[src/sv/msepc_pkg.sv]
// ----------------------------------------------------------------------------
// msepc_pkg: shared types and codes for the short MIDI event packet codec
// Holds the code index numbers, the status bytes the codec knows and the
// request/response payload structs.
// ----------------------------------------------------------------------------
package msepc_pkg;

   // direction select
   localparam logic OP_ENCODE = 1'b0;
   localparam logic OP_DECODE = 1'b1;

   // code index numbers
   localparam logic [3:0] CIN_SYS_2BYTE   = 4'h2;
   localparam logic [3:0] CIN_SYS_3BYTE   = 4'h3;
   localparam logic [3:0] CIN_SYS_1BYTE   = 4'h5;
   localparam logic [3:0] CIN_NOTE_OFF    = 4'h8;
   localparam logic [3:0] CIN_NOTE_ON     = 4'h9;
   localparam logic [3:0] CIN_POLY_PRESS  = 4'hA;
   localparam logic [3:0] CIN_CTRL_CHANGE = 4'hB;
   localparam logic [3:0] CIN_PROG_CHANGE = 4'hC;
   localparam logic [3:0] CIN_CHAN_PRESS  = 4'hD;
   localparam logic [3:0] CIN_PITCH_BEND  = 4'hE;
   localparam logic [3:0] CIN_SINGLE_BYTE = 4'hF;

   // status bytes
   localparam logic [7:0] ST_CHAN_FIRST   = 8'h80;
   localparam logic [7:0] ST_CHAN_LAST    = 8'hEF;
   localparam logic [7:0] ST_TIME_CODE    = 8'hF1;
   localparam logic [7:0] ST_SONG_POS     = 8'hF2;
   localparam logic [7:0] ST_SONG_SEL     = 8'hF3;
   localparam logic [7:0] ST_TUNE_REQ     = 8'hF6;
   localparam logic [7:0] ST_CLOCK        = 8'hF8;
   localparam logic [7:0] ST_START        = 8'hFA;
   localparam logic [7:0] ST_CONTINUE     = 8'hFB;
   localparam logic [7:0] ST_STOP         = 8'hFC;
   localparam logic [7:0] ST_ACT_SENSE    = 8'hFE;
   localparam logic [7:0] ST_RESET        = 8'hFF;

   // message lengths
   localparam logic [1:0] LEN_ONE   = 2'd1;
   localparam logic [1:0] LEN_TWO   = 2'd2;
   localparam logic [1:0] LEN_THREE = 2'd3;

   typedef struct packed {
      logic       op;
      logic [7:0] cable;
      logic [7:0] status;
      logic [7:0] data1;
      logic [7:0] data2;
      logic [7:0] pkt_header;
      logic [7:0] pkt_byte0;
      logic [7:0] pkt_byte1;
      logic [7:0] pkt_byte2;
   } msepc_req_type;

   typedef struct packed {
      logic       error;
      logic [7:0] out_header;
      logic [7:0] out_byte0;
      logic [7:0] out_byte1;
      logic [7:0] out_byte2;
      logic [3:0] msg_cable;
      logic [7:0] msg_status;
      logic [6:0] msg_data1;
      logic [6:0] msg_data2;
      logic [1:0] msg_length;
   } msepc_rsp_type;

endpackage

[src/sv/midi_short_event_packet_codec_top.sv]
// ----------------------------------------------------------------------------
// midi_short_event_packet_codec_top: short MIDI message <-> USB-MIDI packet
// Two-register pipeline around the combinational codec.
// ----------------------------------------------------------------------------
// One transfer in gives one transfer out. A new transfer is taken every
// cycle: the input register feeds the codec logic, whose answer lands in
// the output register, and the input side stalls only when both registers
// are full and the output is stalled. req_op selects encode (0) or decode
// (1); invalid input returns rsp_error with every other field zero. SysEx
// is not supported.
module midi_short_event_packet_codec_top (
   input  logic       clock,
   input  logic       reset,
   input  logic       req_valid,
   output logic       req_stall,
   input  logic       req_op,
   input  logic [7:0] req_cable,
   input  logic [7:0] req_status,
   input  logic [7:0] req_data1,
   input  logic [7:0] req_data2,
   input  logic [7:0] req_pkt_header,
   input  logic [7:0] req_pkt_byte0,
   input  logic [7:0] req_pkt_byte1,
   input  logic [7:0] req_pkt_byte2,
   output logic       rsp_valid,
   input  logic       rsp_stall,
   output logic       rsp_error,
   output logic [7:0] rsp_out_header,
   output logic [7:0] rsp_out_byte0,
   output logic [7:0] rsp_out_byte1,
   output logic [7:0] rsp_out_byte2,
   output logic [3:0] rsp_msg_cable,
   output logic [7:0] rsp_msg_status,
   output logic [6:0] rsp_msg_data1,
   output logic [6:0] rsp_msg_data2,
   output logic [1:0] rsp_msg_length
);

   logic                     in_valid_ff;
   logic                     in_valid_in;
   msepc_pkg::msepc_req_type in_data_ff;
   logic                     out_valid_ff;
   logic                     out_valid_in;
   msepc_pkg::msepc_rsp_type out_data_ff;
   msepc_pkg::msepc_rsp_type codec_rsp;
   logic                     out_load;
   logic                     in_load;

   // pipeline advance control
   assign out_load    = in_valid_ff && (!out_valid_ff || !rsp_stall);
   assign in_load     = req_valid && !req_stall;
   assign req_stall   = in_valid_ff && !out_load;
   assign in_valid_in = in_load || (in_valid_ff && !out_load);
   assign out_valid_in = out_load || (out_valid_ff && rsp_stall);

   always_ff @(posedge clock) begin
      if (reset) begin
         in_valid_ff  <= 1'b0;
         out_valid_ff <= 1'b0;
      end else begin
         in_valid_ff  <= in_valid_in;
         out_valid_ff <= out_valid_in;
      end
   end

   // input register
   always_ff @(posedge clock) begin
      if (in_load) begin
         in_data_ff <= '{op: req_op, cable: req_cable, status: req_status,
                         data1: req_data1, data2: req_data2,
                         pkt_header: req_pkt_header, pkt_byte0: req_pkt_byte0,
                         pkt_byte1: req_pkt_byte1, pkt_byte2: req_pkt_byte2};
      end
   end

   msepc_codec u_codec (
      .req (in_data_ff),
      .rsp (codec_rsp)
   );

   // output register
   always_ff @(posedge clock) begin
      if (out_load) begin
         out_data_ff <= codec_rsp;
      end
   end

   assign rsp_valid      = out_valid_ff;
   assign rsp_error      = out_data_ff.error;
   assign rsp_out_header = out_data_ff.out_header;
   assign rsp_out_byte0  = out_data_ff.out_byte0;
   assign rsp_out_byte1  = out_data_ff.out_byte1;
   assign rsp_out_byte2  = out_data_ff.out_byte2;
   assign rsp_msg_cable  = out_data_ff.msg_cable;
   assign rsp_msg_status = out_data_ff.msg_status;
   assign rsp_msg_data1  = out_data_ff.msg_data1;
   assign rsp_msg_data2  = out_data_ff.msg_data2;
   assign rsp_msg_length = out_data_ff.msg_length;

endmodule

[src/sv/msepc_codec.sv]
// ----------------------------------------------------------------------------
// msepc_codec: combinational encode/decode of one MIDI message or packet
// Validates the item, builds either the packet or the message fields, and
// forces every field to zero with the error flag on invalid input.
// ----------------------------------------------------------------------------
module msepc_codec (
   input  msepc_pkg::msepc_req_type req,
   output msepc_pkg::msepc_rsp_type rsp
);

   // encode path
   logic       enc_err;
   logic [3:0] enc_cin;
   logic [7:0] enc_d1;
   logic [7:0] enc_d2;

   always_comb begin
      enc_err = (req.cable[7:4] != 4'h0);
      enc_cin = req.status[7:4];
      enc_d1  = req.data1;
      enc_d2  = req.data2;
      case (req.status) inside
         [msepc_pkg::ST_CHAN_FIRST:msepc_pkg::ST_CHAN_LAST]: begin
            enc_cin = req.status[7:4];
            if (req.data1[7]) enc_err = 1'b1;
            // program change and channel pressure carry one data byte
            if (enc_cin == msepc_pkg::CIN_PROG_CHANGE ||
                enc_cin == msepc_pkg::CIN_CHAN_PRESS) begin
               enc_d2 = 8'h00;
            end else if (req.data2[7]) begin
               enc_err = 1'b1;
            end
         end
         msepc_pkg::ST_TIME_CODE, msepc_pkg::ST_SONG_SEL: begin
            if (req.data1[7]) enc_err = 1'b1;
            enc_cin = msepc_pkg::CIN_SYS_2BYTE;
            enc_d2  = 8'h00;
         end
         msepc_pkg::ST_SONG_POS: begin
            if (req.data1[7] || req.data2[7]) enc_err = 1'b1;
            enc_cin = msepc_pkg::CIN_SYS_3BYTE;
         end
         msepc_pkg::ST_TUNE_REQ: begin
            enc_cin = msepc_pkg::CIN_SYS_1BYTE;
            enc_d1  = 8'h00;
            enc_d2  = 8'h00;
         end
         msepc_pkg::ST_CLOCK, msepc_pkg::ST_START, msepc_pkg::ST_CONTINUE,
         msepc_pkg::ST_STOP, msepc_pkg::ST_ACT_SENSE, msepc_pkg::ST_RESET: begin
            enc_cin = msepc_pkg::CIN_SINGLE_BYTE;
            enc_d1  = 8'h00;
            enc_d2  = 8'h00;
         end
         default: begin
            enc_err = 1'b1;
         end
      endcase
   end

   // decode path
   logic       dec_err;
   logic [3:0] dec_cin;
   logic [1:0] dec_len;
   logic       nib_match;

   assign dec_cin   = req.pkt_header[3:0];
   assign nib_match = (req.pkt_byte0[7:4] == dec_cin);

   always_comb begin
      dec_err = 1'b0;
      dec_len = msepc_pkg::LEN_THREE;
      case (dec_cin) inside
         msepc_pkg::CIN_NOTE_OFF, msepc_pkg::CIN_NOTE_ON, msepc_pkg::CIN_POLY_PRESS,
         msepc_pkg::CIN_CTRL_CHANGE, msepc_pkg::CIN_PITCH_BEND: begin
            dec_err = !nib_match || req.pkt_byte1[7] || req.pkt_byte2[7];
            dec_len = msepc_pkg::LEN_THREE;
         end
         msepc_pkg::CIN_PROG_CHANGE, msepc_pkg::CIN_CHAN_PRESS: begin
            dec_err = !nib_match || req.pkt_byte1[7] || (req.pkt_byte2 != 8'h00);
            dec_len = msepc_pkg::LEN_TWO;
         end
         msepc_pkg::CIN_SYS_2BYTE: begin
            dec_err = !(req.pkt_byte0 inside {msepc_pkg::ST_TIME_CODE,
                                              msepc_pkg::ST_SONG_SEL}) ||
                      req.pkt_byte1[7] || (req.pkt_byte2 != 8'h00);
            dec_len = msepc_pkg::LEN_TWO;
         end
         msepc_pkg::CIN_SYS_3BYTE: begin
            dec_err = (req.pkt_byte0 != msepc_pkg::ST_SONG_POS) ||
                      req.pkt_byte1[7] || req.pkt_byte2[7];
            dec_len = msepc_pkg::LEN_THREE;
         end
         msepc_pkg::CIN_SYS_1BYTE: begin
            dec_err = (req.pkt_byte0 != msepc_pkg::ST_TUNE_REQ) ||
                      (req.pkt_byte1 != 8'h00) || (req.pkt_byte2 != 8'h00);
            dec_len = msepc_pkg::LEN_ONE;
         end
         msepc_pkg::CIN_SINGLE_BYTE: begin
            dec_err = !(req.pkt_byte0 inside {msepc_pkg::ST_CLOCK, msepc_pkg::ST_START,
                                              msepc_pkg::ST_CONTINUE, msepc_pkg::ST_STOP,
                                              msepc_pkg::ST_ACT_SENSE,
                                              msepc_pkg::ST_RESET}) ||
                      (req.pkt_byte1 != 8'h00) || (req.pkt_byte2 != 8'h00);
            dec_len = msepc_pkg::LEN_ONE;
         end
         default: begin
            dec_err = 1'b1;
         end
      endcase
   end

   // result select; other direction's fields stay zero
   always_comb begin
      rsp = '0;
      if (req.op == msepc_pkg::OP_ENCODE) begin
         if (enc_err) begin
            rsp.error = 1'b1;
         end else begin
            rsp.out_header = {req.cable[3:0], enc_cin};
            rsp.out_byte0  = req.status;
            rsp.out_byte1  = enc_d1;
            rsp.out_byte2  = enc_d2;
         end
      end else begin
         if (dec_err) begin
            rsp.error = 1'b1;
         end else begin
            rsp.msg_cable  = req.pkt_header[7:4];
            rsp.msg_status = req.pkt_byte0;
            rsp.msg_data1  = req.pkt_byte1[6:0];
            rsp.msg_data2  = req.pkt_byte2[6:0];
            rsp.msg_length = dec_len;
         end
      end
   end

endmodule

[config.mk]
export PLATFORM = sky130hd
export DESIGN_NAME = midi_short_event_packet_codec_top
export DESIGN_NICKNAME = d
export VERILOG_FILES = /design/src/sv/msepc_pkg.sv /design/src/sv/midi_short_event_packet_codec_top.sv /design/src/sv/msepc_codec.sv
export SDC_FILE = /design/constraint.sdc
export NUM_CORES = 1
export LEC_CHECK = 0
export BUFFER_PORTS_ARGS = -buffer_cell sky130_fd_sc_hd__buf_4
export CAP_MARGIN = 15
export CORE_MARGIN = 2
export CORE_UTILIZATION = 35
export CTS_CLUSTER_SIZE = 40
export DETAILED_ROUTE_END_ITERATION = 8
export MAX_ROUTING_LAYER = met4
export PLACE_DENSITY = 0.67
export REMOVE_ABC_BUFFERS = 1
export SYNTH_ARGS = -nofsm -noshare
export SYNTH_HDL_FRONTEND = slang
export SYNTH_HIERARCHICAL = 1
export SYNTH_SLANG_ARGS = --single-unit
[constraint.sdc]
create_clock -name clock -period 10.12 [get_ports clock]
set_input_delay 0.506 -clock clock [delete_from_list [all_inputs] [get_ports clock]]
set_output_delay 0.506 -clock clock [all_outputs]
set_load 0.05 [all_outputs]
# After elaboration in Yosys (flattened, before gate mapping)
# Cells that the tools add are included.
word_totals:
  register_bits: 128
  latch_bits: 0
  mem_bits_rw: 0
  romBits: 0
  in_bits: 69
  output_inout_bits: 63
  elab_cells: 137
  memories: 0
op_classes:
  addsub: 0
  n_mul: 0
  div: 0
  n_lt_le_gt_ge: 2
  eq_ne: 34
  shifts: 0
  mux: 40
  bitwise: 1
  reduce_logical: 39
op_table:
  columns: ["op", "n"]
  rows:
  - ["$eq A8 B8 Y1 const B", 18]
  - ["$mux W8", 11]
  - ["$eq A4 B4 Y1 const B", 10]
  - ["$mux W4", 5]
  - ["$mux W1", 18]
  - ["$logic_or A1 B1 Y1", 16]
  - ["$ne A8 B8 Y1 const B", 2]
  - ["$reduce_bool A8 Y1", 2]
  - ["$mux W2", 6]
  - ["$eq A4 B2 Y1 const B", 2]
  - ["$ge A8 B8 Y1 const B", 1]
  - ["$le A8 B8 Y1 const B", 1]
  - ["$reduce_or A2 Y1", 4]
  - ["$logic_not A1 Y1", 7]
  - ["$reduce_bool A6 Y1", 1]
  - ["$reduce_or A6 Y1", 1]
  - ["$logic_and A1 B1 Y1", 5]
  - ["$reduce_or A5 Y1", 1]
  - ["$eq A4 B3 Y1 const B", 1]
  - ["$eq A4 B4 Y1", 1]
  - ["$reduce_bool A4 Y1", 1]
  - ["$reduce_bool A2 Y1", 1]
  - ["$not A1 Y1", 1]

# Depth between registers and ports, before layout
# Gate-level depths: netlist of run 1.
logic_depth:
  word_depth: 13
  ltp_mapped: 8
  ltp_nobuf: 5

# Cells and area by module
# The synthesis of run 1 kept the hierarchy.
by_module_without_submodules:
  columns: ["module", "instances", "cells_per_inst", "area_per_inst_um2", "seq_area_each_um2"]
  rows:
  - ["midi_short_event_packet_codec_top", 1, 136, 3870.0, 3823.7]
  - ["msepc_codec", 1, 133, 890.9, 0.0]

# Worst setup path after synthesis of run 1
# Ideal clock, no wire load.
synth_path:
  path_type: "reg2reg"
  from: "reg out_valid_ff (netlist: rsp_valid)"
  to: "reg out_data_ff, in the netlist rsp_error (enable)"
  setup_ps: 573
  arrival_ps: 5023
  t_required_ps: 9547
  path_slack_ps: 4524
  stages_incl_launch_ff: 2
  n_path_buf: 0
  period_less_slack_ps: 5596
  cell_sequence: "dfxtp_1 -> a21boi_0"
synth_between:
  elab_chain_cells: 3
synth_lines:
  columns: ["element", "line", "source"]
  rows:
  - ["start: declaration", "midi_short_event_packet_codec_top.sv:42", "logic out_valid_ff;"]
  - ["start signal: assignment", "midi_short_event_packet_codec_top.sv:62", "out_valid_ff <= out_valid_in;"]
  - ["$logic_not A1 Y1", "midi_short_event_packet_codec_top.sv:50", "assign out_load = in_valid_ff && (!out_valid_ff || !rsp_stall);"]
  - ["$logic_or A1 B1 Y1", "midi_short_event_packet_codec_top.sv:50", null]
  - ["$logic_and A1 B1 Y1", "midi_short_event_packet_codec_top.sv:50", null]
  - ["net out_load", "midi_short_event_packet_codec_top.sv:46", "logic out_load;"]
  - ["end signal: assignment", "midi_short_event_packet_codec_top.sv:84", "out_data_ff <= codec_rsp;"]
  - ["end: declaration", "midi_short_event_packet_codec_top.sv:44", "msepc_pkg::msepc_rsp_type out_data_ff;"]
# The timed path passes the listed nets, and every way through them passes these cells.
# A chain may end at the register's enable or synchronous reset.

==> flow_metrics.py, run 1 <==
metrics = {
    "critical_path": {
        "cp-end-kind": "flip-flop",
        "path_class": "reg2reg",
        "reg2reg_depth": 5,
        "reg2reg_to": "rsp_error",
        "crit_fanout": 27,
        "worstSetupStartpointType": "flip-flop",
        "worstReg2RegStart": "in_data_ff[15]",
        "crit_start": "in_data_ff[15]",
        "rrSetupSlack_ns": 7.61,
        "arrival_ns": 2.62,
        "endpoint": "rsp_error",
        "critPathRequiredTime_ns": 10.24,
    },
    "grt": {
        "grt_max_degree": 66,
        "antenna_found_initial": 0,
        "grt-ovfl-total": 0,
        "grt_pass1_vias": 2774,
        "track_usage": 0.138,
        "grt_pass1_wl_mm": 14.4,
    },
    "synth": {
        "netlist_top_cells_count": "126 x edfxtp_1, 25 x and2_1, 21 x and3_1",
        "synthMuxAreaShare": 0,
        "synthArstFlopShare": 0,
        "ys_types": 48,
        "synth_cells": 269,
        "yosys.cell_count.top_type": "edfxtp_1",
        "synth_fa_ha_area_frac": 0,
        "post-synth-top-area-cell": "edfxtp_1",
        "synth-edff-count": 126,
        "synthFlopType": "edfxtp_1",
        "synth_compound_area_frac": 0.0418,
        "synth_top_family_by_area": "simple AND/OR/NAND/NOR gates",
        "synth.area.top_cells": "edfxtp_1 79%, and2_1 3.3%, and3_1 2.8%, and3_2 1.4%, dfxtp_1 0.84%",
        "ys_ff_latch": 128,
        "yosys.area.top_type_share": 0.795,
        "syn_area_per_cell_um2": 17.7,
        "synth_warnings": 6,
        "synthXorXnorAreaFrac": 0.00920,
        "syn_area_um2": 4760,
        "synth.yosys.seq_area_share": 0.803,
        "synthSimpleGateAreaFrac": 0.130,
    },
    "power": {
        "power_density_nw_per_um2": 201,
        "ir_drop_mv": 0.0878,
        "power_frac_clock": 0.432,
        "p_int_mw": 1.01,
        "netSwitchingPower_uw": 297,
        "switching_share": 0.227,
        "seqPwrFrac": 0.480,
        "power_mw": 1.31,
        "p_leak_nw": 2.53,
        "power_frac_comb": 0.088,
    },
    "final_layout": {
        "final_cell_count_no_fill": 602,
        "n_antenna_cell": 0,
        "syn2layout_area_growth_pct": 36.6,
        "num-nets-final": 482,
        "drive_gt1_frac": 0.427,
    },
    "routing": {
        "drt-wirelength-per-cell_um": 15.3,
        "drcViolationCount": 0,
        "routed_wl_mm": 9.20,
        "drt_pass1_iterations": 5,
        "drt_iter0_drc": 146,
        "ant_nets": 0,
        "viasPerCell": 4.67,
        "via_count": 2811,
    },
    "floorplanning": {
        "core_area_um2": 13200,
        "row_count": 42,
        "die_h_um": 121,
        "initial_core_util": 0.360,
        "die-width_um": 121,
        "dieArea_um2": 14600,
        "pin_count": 132,
    },
    "worst_hold_path": {
        "hold_class": "in2reg",
    },
    "place": {
        "dpl.cell_count": 570,
        "io_buffers": 131,
        "routabilityCongestion": 0.817,
        "dp_hpwl_mm": 6.26,
    },
    "clocking": {
        "clock_path_buffers": 2,
        "clock_latency_ns": 0.41,
        "cts_sinks": 128,
        "hold_buffers": 0,
        "cts_root_buf": "clkbuf_16",
        "cts-htree-levels": 4,
        "cts_tree": "done",
        "post-cts-setup-buffers": 0,
        "cts_resized": 0,
        "cts_made_buffers": 17,
        "path_clk_slew_ns": 0.05,
    },
    "timing": {
        "hold_viol_final": 0,
        "clock.fmax_mhz": 399,
        "rsz0062_at_grt": "false",
        "min_period_over_period": 0.248,
        "max_slew_margin": 0.318,
        "slew_viol_final": 0,
        "setup_viol": 0,
        "fin_tns_setup_ns": 0,
        "fin_skew_ns": 0.00821,
        "tightestPinTransition_ns": 1.02,
        "min_period_ns": 2.51,
    },
    "run": {
        "max-cap-violations": 0,
    },
    "status": {
        "status": "completed",
    },
}
-- through the flow --
| stage | hold WS, ns | area, um^2 | worst slack [ns] | util |
|---|---|---|---|---|
| CTS | 0.227 | 6500 | 7.62 | 0.491 |
| floorplan | 0.461 | 4710 | 4.52 | - |
| finish | 0.251 | 6500 | 7.61 | 0.491 |
| global placement | 0.478 | 5950 | 7.71 | 0.449 |
| detailed placement | 0.498 | 5950 | 7.64 | 0.449 |
| global route | 0.228 | 6500 | 7.41 | 0.491 |
-- per-layer routing --
layer / routed length [um] / track usage
met1: 4020 / 0.173
met5: 0 / -
met4: 211 / 0.0807
met2: 4390 / 0.200
met3: 576 / 0.0425
-- state kept, by name, indices dropped and copies added, names as in the netlist, 4 cells and up --
signal,count
rsp_out_byte1,8
rsp_msg_status,8
in_data_ff,65
rsp_msg_data2,7
rsp_out_header,8
rsp_msg_cable,4
rsp_msg_data1,7
rsp_out_byte0,8
rsp_out_byte2,8
-- cell usage in the layout, fill, tap and decap left out, drive strengths merged, types with 3 or more instances in the layout --
cell type	synthesis	layout
and2	26	26
clkinvlp	0	3
o21ai	4	4
clkinv	0	9
nand4	3	3
edfxtp	126	126
nor2	6	6
inv	4	4
a211o	3	3
a21boi	3	3
nor3	3	3
and3	30	30
clkbuf	5	18
buf	4	133
nand2	7	7
nor4	4	4
xor2	4	4
a21oi	6	6
-- area by class of cell --
class | count | area (um^2)
fillers | 1180 | 6740
flip-flops and latches | 128 | 3820
repair buffers | 133 | 998
multi-input cells | 129 | 891
clock buffers | 18 | 429
well taps | 176 | 220
clock inverters | 14 | 124
inverters | 4 | 15.0
-- power groups by stage --
stage	Clock, mW	Sequential, mW	Combinational, mW
after floorplan	0	0.683	0.0214
after global placement	0	0.638	0.114
after detailed placement	0	0.639	0.116
after CTS	0.579	0.629	0.116
after global routing	0.600	0.632	0.121
final	0.565	0.628	0.115
-- how the worst min path moves through the flow --
stage          cells past startpoint           to  slack, ns         from
6_report                           2  in_valid_ff       0.25        reset
5_1_grt                            2  in_valid_ff       0.23        reset
4_1_cts                            2  in_valid_ff       0.23        reset
3_5_place_dp                       2  in_valid_ff       0.50  in_valid_ff
3_3_place_gp                       2  in_valid_ff       0.48  in_valid_ff
2_1_floorplan                      2  in_valid_ff       0.46  in_valid_ff
-- logic make-up (layout without fill, tap and decap cells) --
logic type                Yosys count  in the layout
buffers and inverters              13            169
AOI/OAI and AO/OA                  26             26
other                               1              2
xor gates and xnor gates            5              5
DFF                               128            128
and+or+nand+nor                    96             96
-- critical path: stages (launching register included) --
cell	delay, ns
edfxtp_1	0.42
or4b_1	0.55
a211o_1	0.32
a211o_1	0.28
o211ai_4	0.51
a21oi_1	0.13
(Power assumes the default switching activity.)
==> run 2: changes to the inputs <==
clock period = 2.33 ns   (was 10.12 ns; I/O delays follow)
==> flow_metrics.py, run 2 (synthesis gave the netlist of run 1 again) <==
metrics = {
    "place": {
        "routabilityCongestion": 0.841,
        "dpl.cell_count": 575,
        "dp_hpwl_mm": 6.40,
        "pre_cts_slack_ns": 0.0521,
        "io_buffers": 131,
    },
    "grt": {
        "grt_max_degree": 66,
        "grt_pass1_wl_mm": 15.3,
        "track_usage": 0.147,
        "antenna_found_initial": 0,
        "grt-ovfl-total": 0,
        "grt_pass1_vias": 3061,
    },
    "timing": {
        "tightestPinTransition_ns": 0.543,
        "min_period_over_period": 0.983,
        "fin_tns_setup_ns": 0,
        "rsz0062_at_grt": "true",
        "slew_viol_final": 0,
        "finalWorstSetupSlack_ns": 0.0394,
        "min_period_ns": 2.29,
        "clock.fmax_mhz": 437,
        "max_slew_margin": 0.633,
        "setup_viol": 0,
        "hold_viol_final": 0,
        "fin_skew_ns": 0.00821,
    },
    "routing": {
        "via_count": 3061,
        "drcViolationCount": 0,
        "topRoutingLayerUsed": "met4",
        "drt_pass1_iterations": 4,
        "drt-wirelength-per-cell_um": 14.7,
        "drt_iter0_drc": 158,
        "wl_met1_mm": 4.06,
        "ant_nets": 0,
        "met3WireLength_um": 630,
        "routed_wl_mm": 9.93,
        "route.met2.wl_mm": 5.04,
        "viasPerCell": 4.53,
    },
    "floorplanning": {
        "core_area_um2": 13200,
        "pin_count": 132,
        "die-width_um": 121,
        "row_count": 42,
        "dieArea_um2": 14600,
        "initial_core_util": 0.360,
        "die_h_um": 121,
    },
    "final_layout": {
        "layout_commonest_cell": "buf_4",
        "n_antenna_cell": 0,
        "drive_gt1_frac": 0.377,
        "fin_util": 0.551,
        "regMostFlops": "in_data_ff",
        "num-nets-final": 555,
        "syn2layout_area_growth_pct": 53.4,
        "largest_reg_flops": 65,
        "layout_common_cells": "134 x buf_4, 126 x edfxtp_1, 68 x dlygate4sd3_1",
        "final_cell_count_no_fill": 675,
    },
    "clocking": {
        "clock_path_buffers": 2,
        "post-cts-setup-buffers": 0,
        "clock_latency_ns": 0.41,
        "cts_root_buf": "clkbuf_16",
        "cts-htree-levels": 4,
        "cts_tree": "done",
        "cts_sinks": 128,
        "path_clk_slew_ns": 0.05,
        "cts_made_buffers": 17,
    },
    "critical_path": {
        "arrival_ns": 2.45,
        "crit_fanout": 27,
        "path_class": "reg2reg",
        "worstSetupStartpointType": "flip-flop",
        "cp-end-kind": "flip-flop",
        "critPathRequiredTime_ns": 2.49,
    },
    "power": {
        "seqPwrFrac": 0.463,
        "netSwitchingPower_mw": 1.31,
        "ir_drop_mv": 0.658,
        "power_mw": 5.90,
        "p_leak_nw": 2.86,
        "power_frac_clock": 0.433,
        "power_density_nw_per_um2": 808,
        "power_frac_comb": 0.104,
        "switching_share": 0.222,
        "p_int_mw": 4.59,
    },
    "status": {
        "status": "completed",
    },
    "run": {
        "max-cap-violations": 0,
    },
    "worst_hold_path": {
        "hold_class": "in2reg",
    },
}
## run 2: what timing repair did
item | CTS | global route
hold endpoints to repair | 67 | 0
resized for setup | 0 | 2
hold buffers | 68 | 0
setup endpoints to repair | 0 | 21
## run 2: final timing paths
check / from / to / slack (ns) / cells after the start
worst min-delay path: req_valid / in_data_ff[64] / 0.40 / 4
worst min register to register: in_data_ff[59] / rsp_out_header[7] / 0.52 / 1
worst max register to register: in_data_ff[15] / rsp_error / 0.04 / 6
worst max-delay path: in_data_ff[15] / rsp_error / 0.04 / 6
## run 2: per-stage QoR
step | hold WS (ns) | cell area [um^2]
2_1_floorplan | 0.179 | 4710
3_3_place_gp | 0.281 | 6040
3_5_place_dp | 0.286 | 6040
4_1_cts | 0.389 | 7290
5_1_grt | 0.409 | 7300
6_report | 0.398 | 7300
## run 2: power groups by stage
stage	clock [mW]	sequential, mW	combinational [mW]
3_5_place_dp	0	2.77	0.522
4_1_cts	2.60	2.73	0.615
6_report	2.55	2.73	0.614
2_1_floorplan	0	2.97	0.0928
5_1_grt	2.70	2.74	0.648
3_3_place_gp	0	2.77	0.514
## run 2: layer usage
| layer | vias up | GRT usage |
|---|---|---|
| met5 | - | - |
| met4 | 0 | 0.0661 |
| met3 | 16 | 0.0476 |
| met2 | 115 | 0.233 |
| met1 | 1452 | 0.171 |
| li1 | 1478 | - |
## run 2: layout make-up
class | count | area (um^2)
timing repair buffer | 206 | 1770
tap | 176 | 220
inverter | 4 | 15.0
clock buffer | 18 | 429
multi-input combinational | 129 | 901
clock inverter | 14 | 148
fill | 1104 | 5940
sequential | 128 | 3820
## run 2: critical path, cell delays in order, from the launching register on
cell and delay [ns]:
edfxtp_1 0.43, or4b_4 0.55, a211o_1 0.32, a211o_1 0.29, o211ai_4 0.20, buf_12 0.18, a21oi_1 0.07
==> run 3: changes to the inputs <==
CELL_PAD_IN_SITES_DETAIL_PLACEMENT = 2   (was not set)
CELL_PAD_IN_SITES_GLOBAL_PLACEMENT = 2   (was not set)
PLACE_DENSITY = not set   (was 0.67)
PLACE_DENSITY_LB_ADDON = 0.1   (was not set)
==> flow_metrics.py, run 3 (synthesis gave the netlist of run 1 again) <==
metrics = {
    "power": {
        "power_density_nw_per_um2": 830,
        "p_leak_nw": 2.90,
        "netSwitchingPower_mw": 1.39,
        "power_mw": 6.09,
        "seqPwrFrac": 0.449,
        "p_int_mw": 4.71,
        "ir_drop_mv": 0.507,
        "power_frac_clock": 0.447,
        "power_frac_comb": 0.104,
        "switching_share": 0.227,
    },
    "timing": {
        "slew_viol_final": 0,
        "clock.fmax_mhz": 430,
        "fin_tns_setup_ns": 0,
        "min_period_ns": 2.33,
        "fin_skew_ns": 0.00982,
        "setup_viol": 0,
        "min_period_over_period": 0.999,
        "hold_viol_final": 0,
        "rsz0062_at_grt": "true",
    },
    "critical_path": {
        "crit_fanout": 13,
        "rrSetupSlack_ns": 0.002,
        "worstSetupStartpointType": "flip-flop",
        "arrival_ns": 2.61,
        "path_class": "reg2reg",
        "critPathRequiredTime_ns": 2.61,
        "cp-end-kind": "flip-flop",
    },
    "grt": {
        "grt_max_degree": 52,
        "antenna_found_initial": 0,
        "track_usage": 0.200,
        "grt-ovfl-total": 0,
        "grt_pass1_wl_mm": 20.4,
        "grt_pass1_vias": 3598,
    },
    "routing": {
        "via_count": 3169,
        "drt_iter0_drc": 110,
        "drt_pass1_iterations": 6,
        "drt-wirelength-per-cell_um": 19.4,
        "viasPerCell": 4.65,
        "routed_wl_mm": 13.2,
        "ant_nets": 0,
        "drcViolationCount": 0,
    },
    "final_layout": {
        "multi_input_area_um2": 900,
        "n_antenna_cell": 0,
        "regArea_um2": 3820,
        "fillers": 1185,
        "finalInstanceArea_um2": 7340,
        "largest_reg_flops": 65,
        "layout_commonest_cell": "buf_4",
        "regMostFlops": "in_data_ff",
        "fin_util": 0.554,
        "drive_gt1_frac": 0.388,
        "syn2layout_area_growth_pct": 54.2,
        "layout_common_cells": "143 x buf_4, 126 x edfxtp_1, 66 x dlygate4sd3_1",
        "num-nets-final": 561,
    },
    "floorplanning": {
        "initial_core_util": 0.360,
        "core_area_um2": 13200,
        "pin_count": 132,
        "die_h_um": 121,
        "die-width_um": 121,
        "dieArea_um2": 14600,
        "row_count": 42,
    },
    "clocking": {
        "cts_made_buffers": 17,
        "path_clk_slew_ns": 0.05,
        "cts-htree-levels": 4,
        "clock_latency_ns": 0.41,
        "cts_root_buf": "clkbuf_16",
        "clock_path_buffers": 2,
        "cts_sinks": 128,
        "cts_tree": "done",
    },
    "place": {
        "dp_hpwl_mm": 7.86,
        "routabilityCongestion": 0.805,
        "io_buffers": 131,
        "placed_cell_area_um2": 6040,
    },
    "worst_hold_path": {
        "hold_class": "in2reg",
    },
    "status": {
        "status": "completed",
    },
    "run": {
        "max-cap-violations": 0,
    },
}
run 3: cell types whose count changed in the layout (fill, tap and decap cells not counted), moves of 2 or more:
cell and delta:
buf_12 -3, buf_4 +9, clkinvlp_4 -2, dlygate4sd3_1 -2, clkinv_1 -2
run 3: layout make-up:
type | instances | area share
Timing Repair Buffer | 212 | 0.243
Tap cell | 176 | 0.0300
Inverter | 4 | 0.00205
Clock inverter | 13 | 0.0230
Clock buffer | 19 | 0.0590
Multi-Input combinational cell | 129 | 0.123
Sequential cell | 128 | 0.521
run 3: through the flow:
stage          worst slack [ns]  hold slack (ns)  instances
3_3_place_gp             0.0492            0.283        581
5_1_grt                 -0.0634          0.00561        681
2_1_floorplan             -3.27            0.179        261
3_5_place_dp            -0.0270            0.287        581
4_1_cts                 -0.0136        0.0000419        679
6_report                0.00184           0.0203        681
run 3: power by group through the flow:
| stage | logic (mW) | registers [mW] | clock network (mW) |
|---|---|---|---|
| 2_1_floorplan | 0.0928 | 2.97 | 0 |
| 3_3_place_gp | 0.518 | 2.77 | 0 |
| 3_5_place_dp | 0.530 | 2.78 | 0 |
| 4_1_cts | 0.629 | 2.74 | 2.79 |
| 5_1_grt | 0.671 | 2.75 | 2.88 |
| 6_report | 0.634 | 2.74 | 2.72 |
run 3: path summary, 6_finish.rpt:
| path | depth (start not counted) | to | startpoint |
|---|---|---|---|
| worst max-delay path | 6 | rsp_msg_data2[3] | in_data_ff[15] |
| worst min-delay path | 3 | in_valid_ff | req_valid |
| worst max register to register | 6 | rsp_msg_data2[3] | in_data_ff[15] |
| worst min register to register | 2 | in_valid_ff | in_valid_ff |
run 3: critical path, cell delays in order (launching register included):
cell	delay (ns)
edfxtp_1	0.41
or4b_1	0.54
a211o_1	0.33
a211o_1	0.28
o211ai_4	0.25
buf_8	0.18
and3_2	0.20
run 3: what timing repair did:
action	in CTS	in global routing
gates resized for setup	1	4
hold endpoints to repair	67	0
pin swaps	0	1
buffers inserted	0	2
hold buffers	66	0
endpoints found under the setup margin	7	24
run 3: metal layers:
layer	global-route usage	vias up	wire length [um]
li1	-	1486	-
met1	0.218	1557	5350
met2	0.341	112	6980
met3	0.0703	14	721
met4	0.0661	0	172
met5	-	-	0
